--- src/rtl/illi_pkg.sv ---
// Shared types and constants of the index linked list engine.
package illi_pkg;

   localparam int DEFAULT_CAPACITY = 64;
   localparam int LINK_W           = 7;
   localparam int KEY_W            = 64;
   localparam int DESC_W           = 64;
   localparam int PRIO_W           = 8;
   localparam int STATUS_W         = 3;

   localparam logic [LINK_W-1:0] NULL_LINK = '1;

   typedef logic [LINK_W-1:0] link_type;

   typedef enum logic [1:0] {
      ACT_ADD    = 2'd0,
      ACT_REMOVE = 2'd1,
      ACT_LIST   = 2'd2,
      ACT_NONE   = 2'd3
   } action_type;

   typedef enum logic [STATUS_W-1:0] {
      STS_ADDED     = 3'd0,
      STS_FULL      = 3'd1,
      STS_REMOVED   = 3'd2,
      STS_NOT_FOUND = 3'd3,
      STS_EMPTY     = 3'd4
   } status_type;

   typedef enum logic {
      ST_IDLE = 1'b0,
      ST_WALK = 1'b1
   } state_type;

   typedef struct packed {
      logic [KEY_W-1:0]  key;
      logic [DESC_W-1:0] desc;
      logic [PRIO_W-1:0] prio;
   } slot_type;

   typedef struct packed {
      status_type        status;
      logic [KEY_W-1:0]  key;
      logic [DESC_W-1:0] desc;
      logic [PRIO_W-1:0] prio;
      logic              last;
   } rsp_type;

endpackage

--- src/rtl/illi_ctrl.sv ---
// Request sequencer: add, list walk and remove walk over the slot memories.
module illi_ctrl
   import illi_pkg::*;
#(
   parameter int CAPACITY = DEFAULT_CAPACITY,
   parameter int IW       = $clog2(CAPACITY),
   parameter int CNT_W    = $clog2(CAPACITY + 1)
) (
   input  logic              clock,
   input  logic              reset,
   input  logic              req_valid,
   output logic              req_stall,
   input  logic [1:0]        req_action,
   input  logic [KEY_W-1:0]  req_title_key,
   input  logic [DESC_W-1:0] req_description_word,
   input  logic [PRIO_W-1:0] req_priority_code,
   output logic              dt_we,
   output logic [IW-1:0]     dt_waddr,
   output slot_type          dt_wdata,
   input  slot_type          dt_rdata,
   output logic              lk_we,
   output logic [IW-1:0]     lk_waddr,
   output link_type          lk_wdata,
   input  link_type          lk_rdata,
   output logic              rd_en,
   output logic [IW-1:0]     rd_addr,
   input  logic              can_load,
   output logic              rsp_load,
   output rsp_type           rsp_next
);

   localparam link_type         LINK_CAP = LINK_W'(CAPACITY);
   localparam logic [CNT_W-1:0] CNT_CAP  = CNT_W'(CAPACITY);

   state_type        state_ff, state_in;
   link_type         head_ff, head_in;
   logic [CNT_W-1:0] used_ff, used_in;
   link_type         cur_ff, cur_in;
   link_type         prev_ff, prev_in;
   logic [CNT_W-1:0] steps_ff, steps_in;
   action_type       act_ff, act_in;
   logic [KEY_W-1:0] key_ff, key_in;

   action_type req_act;
   logic       tail;

   assign req_act = action_type'(req_action);
   assign tail    = !(lk_rdata < LINK_CAP) || (steps_ff == CNT_CAP);

   always_ff @(posedge clock) begin
      if (reset) begin
         state_ff <= ST_IDLE;
         head_ff  <= NULL_LINK;
         used_ff  <= '0;
      end else begin
         state_ff <= state_in;
         head_ff  <= head_in;
         used_ff  <= used_in;
      end
   end

   always_ff @(posedge clock) begin
      cur_ff   <= cur_in;
      prev_ff  <= prev_in;
      steps_ff <= steps_in;
      act_ff   <= act_in;
      key_ff   <= key_in;
   end

   always_comb begin
      state_in  = state_ff;
      head_in   = head_ff;
      used_in   = used_ff;
      cur_in    = cur_ff;
      prev_in   = prev_ff;
      steps_in  = steps_ff;
      act_in    = act_ff;
      key_in    = key_ff;
      req_stall = 1'b1;
      dt_we     = 1'b0;
      dt_waddr  = used_ff[IW-1:0];
      dt_wdata  = '{key: req_title_key, desc: req_description_word,
                    prio: req_priority_code};
      lk_we     = 1'b0;
      lk_waddr  = used_ff[IW-1:0];
      lk_wdata  = head_ff;
      rd_en     = 1'b0;
      rd_addr   = head_ff[IW-1:0];
      rsp_load  = 1'b0;
      rsp_next  = '{status: STS_ADDED, key: '0, desc: '0, prio: '0, last: 1'b1};

      unique case (state_ff)
         ST_IDLE: begin
            req_stall = !can_load;
            if (req_valid && can_load) begin
               unique case (req_act)
                  ACT_ADD: begin
                     rsp_load = 1'b1;
                     if (used_ff == CNT_CAP) begin
                        rsp_next.status = STS_FULL;
                     end else begin
                        dt_we   = 1'b1;
                        lk_we   = 1'b1;
                        head_in = LINK_W'(used_ff);
                        used_in = used_ff + CNT_W'(1);
                     end
                  end
                  ACT_REMOVE, ACT_LIST: begin
                     if (!(head_ff < LINK_CAP)) begin
                        rsp_load = 1'b1;
                        if (req_act == ACT_LIST) begin
                           rsp_next.status = STS_EMPTY;
                        end else begin
                           rsp_next.status = STS_NOT_FOUND;
                        end
                     end else begin
                        rd_en    = 1'b1;
                        cur_in   = head_ff;
                        prev_in  = NULL_LINK;
                        steps_in = CNT_W'(1);
                        act_in   = req_act;
                        key_in   = req_title_key;
                        state_in = ST_WALK;
                     end
                  end
                  default: begin
                     // unused code: drop the request
                  end
               endcase
            end
         end
         ST_WALK: begin
            rd_addr = lk_rdata[IW-1:0];
            if (act_ff == ACT_LIST) begin
               if (can_load) begin
                  rsp_load = 1'b1;
                  rsp_next = '{status: STS_ADDED, key: dt_rdata.key,
                               desc: dt_rdata.desc, prio: dt_rdata.prio, last: tail};
                  if (tail) begin
                     state_in = ST_IDLE;
                  end else begin
                     rd_en    = 1'b1;
                     prev_in  = cur_ff;
                     cur_in   = lk_rdata;
                     steps_in = steps_ff + CNT_W'(1);
                  end
               end
            end else if (dt_rdata.key == key_ff) begin
               if (can_load) begin
                  rsp_load        = 1'b1;
                  rsp_next.status = STS_REMOVED;
                  state_in        = ST_IDLE;
                  // unlink the matching slot
                  if (prev_ff < LINK_CAP) begin
                     lk_we    = 1'b1;
                     lk_waddr = prev_ff[IW-1:0];
                     lk_wdata = lk_rdata;
                  end else begin
                     head_in = lk_rdata;
                  end
               end
            end else if (tail) begin
               if (can_load) begin
                  rsp_load        = 1'b1;
                  rsp_next.status = STS_NOT_FOUND;
                  state_in        = ST_IDLE;
               end
            end else begin
               rd_en    = 1'b1;
               prev_in  = cur_ff;
               cur_in   = lk_rdata;
               steps_in = steps_ff + CNT_W'(1);
            end
         end
         default: begin
            state_in = ST_IDLE;
         end
      endcase
   end

`ifndef SYNTH
   a_used_bound: assert property (@(posedge clock) disable iff (reset)
      used_ff <= CNT_CAP)
      else $error("slot counter beyond capacity");

   a_head_written: assert property (@(posedge clock) disable iff (reset)
      (head_ff == NULL_LINK) || (head_ff < LINK_W'(used_ff)))
      else $error("head points at a slot never handed out");

   a_no_rw_overlap: assert property (@(posedge clock) disable iff (reset)
      !(lk_we && rd_en))
      else $error("link write and walk read in the same cycle");

   a_walk_bound: assert property (@(posedge clock) disable iff (reset)
      (state_ff == ST_WALK) |-> (steps_ff != '0) && (steps_ff <= CNT_CAP))
      else $error("walk step count out of range");

   a_add_advances: assert property (@(posedge clock) disable iff (reset)
      dt_we |=> (used_ff == $past(used_ff) + CNT_W'(1)) && (head_ff == LINK_W'($past(used_ff))))
      else $error("add did not link the new slot at the head");
`endif

endmodule

--- config.mk ---
export PLATFORM = sky130hd
export DESIGN_NAME = illi_ctrl
export DESIGN_NICKNAME = d
export VERILOG_FILES = /design/src/rtl/illi_pkg.sv /design/src/rtl/illi_ctrl.sv
export SDC_FILE = /design/constraint.sdc
export NUM_CORES = 1
export LEC_CHECK = 0
export BUFFER_PORTS_ARGS = -buffer_cell sky130_fd_sc_hd__buf_2
export CAP_MARGIN = 20
export CORE_AREA = 5 5 225 227
export DETAILED_ROUTE_END_ITERATION = 8
export DIE_AREA = 0 0 230 232
export GPL_TIMING_DRIVEN = 0
export PLACE_DENSITY = 0.36
export SYNTH_ARGS = -nofsm -noshare
export SYNTH_HDL_FRONTEND = slang
export SYNTH_SLANG_ARGS = --single-unit
--- constraint.sdc ---
create_clock -name clock -period 11.9 [get_ports clock]
set_clock_uncertainty 0.1 [all_clocks]
set_input_delay 1.785 -clock clock [delete_from_list [all_inputs] [get_ports clock]]
set_output_delay 1.785 -clock clock [all_outputs]
set_load 0.1 [all_outputs]
==> metrics.md <==
| Metric | Value |
|---|---|
| Complex-gate fraction of the synthesized area | `3.68%` |
| PD cells | `111 nW/um^2` |
| Area of the mapped netlist | `6970 sq um` |
| Synth async-reset ratio | `0%` |
| Ys Warns | `0` |
| Die height | `232 um` |
| Area Growth Syn to Fin | `53.1%` |
| Clock buffer depth | `2` |
| DRC Markers | `0` |
| WL/cell | `20.5 um` |
| Resize count post-CTS | `0` |
| Syn nets | `979` |
| Slew HR | `39.0%` |
| Worst setup path start | `dt_rdata[112]` |
| GPL Wtd Cong | `0.901` |
| Placed Cells incl. Taps | `1,828` |
| Outcome | `finished clean` |
| Synth top area cells | `edfxtp_1 (37%), buf_4 (16%), and2_1 (13%), xnor2_1 (9.0%), dfxtp_1 (4.3%)` |
| Root Buffer | `clkbuf_16` |
| Critical Path AT | `5050 ps` |
| Main combinational cell family by area after synthesis | `simple AND/OR/NAND/NOR gates` |
| Mux cell area share after synthesis | `4.24%` |
| Met1 Use GR | `16.7%` |
| Die X | `230 um` |
| Via count | `6,697` |
| First-pass GRT wire length | `51,000 um` |
| First-pass detailed-route iteration total | `4` |
| Max-Cap Viols | `0` |
| Final setup violation count | `0` |
| Clk sinks | `102` |
| Final HPWL DP | `32,800 um` |
| Launching point of the worst reg2reg path | `key_ff[40]$_DFFE_PP_` |
| Largest net degree at the start of global routing | `31` |
| Mapped Cells | `687` |
| Nets@finish | `1,509` |
| Total gr overflow | `0` |
| Final hold vios | `0` |
| Startpoint of the worst hold path | `cur_ff[1]$_DFFE_PP_` |
| CP Capture Type | `output pin` |
| WHS | `444 ps` |
| Place WS | `4850 ps` |
| Met3 Use GR | `3.28%` |
| Largest area contributor in the netlist | `edfxtp_1` |
| Worst Path Required | `10,020 ps` |
| Placed cell areas | `10,400 sq um` |
| Inserted Clock Buffers | `9` |
| GRT Overall Usage | `13.4%` |
| Post-synthesis sequential area ratio | `41.8%` |
| Hold_buf cts | `0` |
| Most Used Layer, Global Route | `met2` |
| EDFF count, synth | `87` |
| CTS tree | `yes` |
| PnR worst setup slack | `4960 ps` |
| Worst VDD drop | `0.0664 mV` |
| Syn_area_per_cell | `10.1 sq um` |
| Layout Cells excl Fill | `1,848` |
| Cell row count | `81` |
| Tmin final | `6940 ps` |
| F_max | `0.144 GHz` |
| Vias in the first global route | `6,948` |
| Initial core utilization | `14.4%` |
| Clock Latency Late Sink | `380 ps` |
| Port Buffer Count | `517` |
| Predominant post-synthesis flop cell | `edfxtp_1` |
| Number of vias per cell | `3.62` |
| Initial DRC count | `226` |
| Layout Cell Area excl Fill | `10,700 sq um` |
| Crit start category | `input pin` |
| Die area | `53,400 sq um` |
| WL final | `37,900 um` |
| Worst-path fanout max | `10` |
| Xor and xnor area share after synthesis | `9.55%` |
| CTS H-Tree Depth | `3` |
| Share of cells above drive strength 1 | `57.1%` |
| GR Layer Usage met2 | `23.7%` |
| Most frequent cells in the layout | `buf_2 (519), buf_4 (148), and2_1 (140)` |
| Hold Crit Class | `reg -> reg` |
| RSZ-0062 raised after global routing | `false` |
| Share of the synthesized area in the top cell type | `37.5%` |
| CORE AREA | `48,400 sq um` |
| Slew at the pin with the worst max-slew slack | `915 ps` |
| Clock Pin Slew Worst Setup and Hold Paths | `70 ps` |
| Period utilization | `58.3%` |
| Routed Antenna Nets | `0` |
| Setup TNS after final layout | `0 ps` |
| Slew Viols, Final | `0` |
| Post-CTS Setup Bufs | `0` |
| Most common cell after layout, fill and taps aside | `buf_2` |
| Leakage | `5.14 nW` |
| Initial antenna violation count | `9` |
| IO Count | `591` |
| Yosys cell types | `41` |
| CP Class | `in -> out` |
| #FFs+latches synth | `102` |
| Post-Synth Simple-Gate Area | `21.4%` |
| Adder-Cell Fraction of Synth Area | `1.26%` |
==> critical path: stages <==
cell	delay [ps]
buf_2	110
xnor2_1	460
nand4_1	160
nor4_1	630
nand4_1	440
clkbuf_1	360
and3_1	260
o21ai_0	320
buf_2	510
==> registers in the layout (all words and copies together), names as in the netlist <==
name,cells
state_ff,1
act_ff,2
used_ff,7
cur_ff,7
prev_ff,7
head_ff,7
key_ff,64
steps_ff,7
==> Yosys cell counts, types with 3 or more instances <==
cell type and count:
a211oi_1 8, a21o_1 3, a21oi_1 13, and2_1 140, and3_1 4, buf_4 148, clkbuf_1 28, dfxtp_1 15
edfxtp_1 87, ha_1 7, inv_1 7, mux2_1 9, mux2_2 11, mux2i_1 7, nand2_1 16, nand3_1 12
nand3b_1 7, nand4_1 18, nor2_1 22, nor2b_1 10, nor3_1 7, nor4_1 6, o211a_1 6, xnor2_1 72
xor2_1 4
==> power breakdown <==
group          switching, mW  internal [mW]  total [mW]
clock                  0.157          0.145       0.302
combinational          0.357          0.114       0.471
sequential           0.00873          0.404       0.412
==> final timing paths <==
path	end	slack (ps)	depth (start not counted)
max	rsp_load	4960	9
min	prev_ff[1]$_SDFFCE_PN1P_	440	2
max reg2reg	cur_ff[3]$_DFFE_PP_	8400	7
min reg2reg	prev_ff[1]$_SDFFCE_PN1P_	440	2
==> logic make-up after synthesis <==
family / count (synthesis)
muxes: 27
xor gates and xnor gates: 76
buffers and inverters: 186
and+or+nand+nor: 252
DFF: 102
adders and majority gates: 7
AOI/OAI and AO/OA: 37
==> layout make-up <==
type | instances | area [sq um]
Antenna cell | 4 | 10.0
Buffer | 179 | 1240
Clock buffer | 9 | 225
Clock inverter | 7 | 52.6
Fill cell | 5379 | 37800
Inverter | 7 | 26.3
Multi-Input combinational cell | 399 | 2800
Sequential cell | 102 | 2910
Tap cell | 622 | 778
Timing Repair Buffer | 519 | 2630
==> per-stage QoR <==
step | power, mW | util (%)
3_5_place_dp | 0.895 | 21.4
4_1_cts | 1.21 | 22.0
2_1_floorplan | 0.784 | -
5_1_grt | 1.24 | 22.0
6_report | 1.19 | 22.0
3_3_place_gp | 0.896 | 21.3
==> layer usage <==
layer | part of all wire [%] | vias up
met1 | 43 | 3105
met5 | 0.15 | -
met2 | 49 | 330
met3 | 6.7 | 23
met4 | 0.92 | 8
li1 | - | 3231
Power figures use the tool's default switching activity.
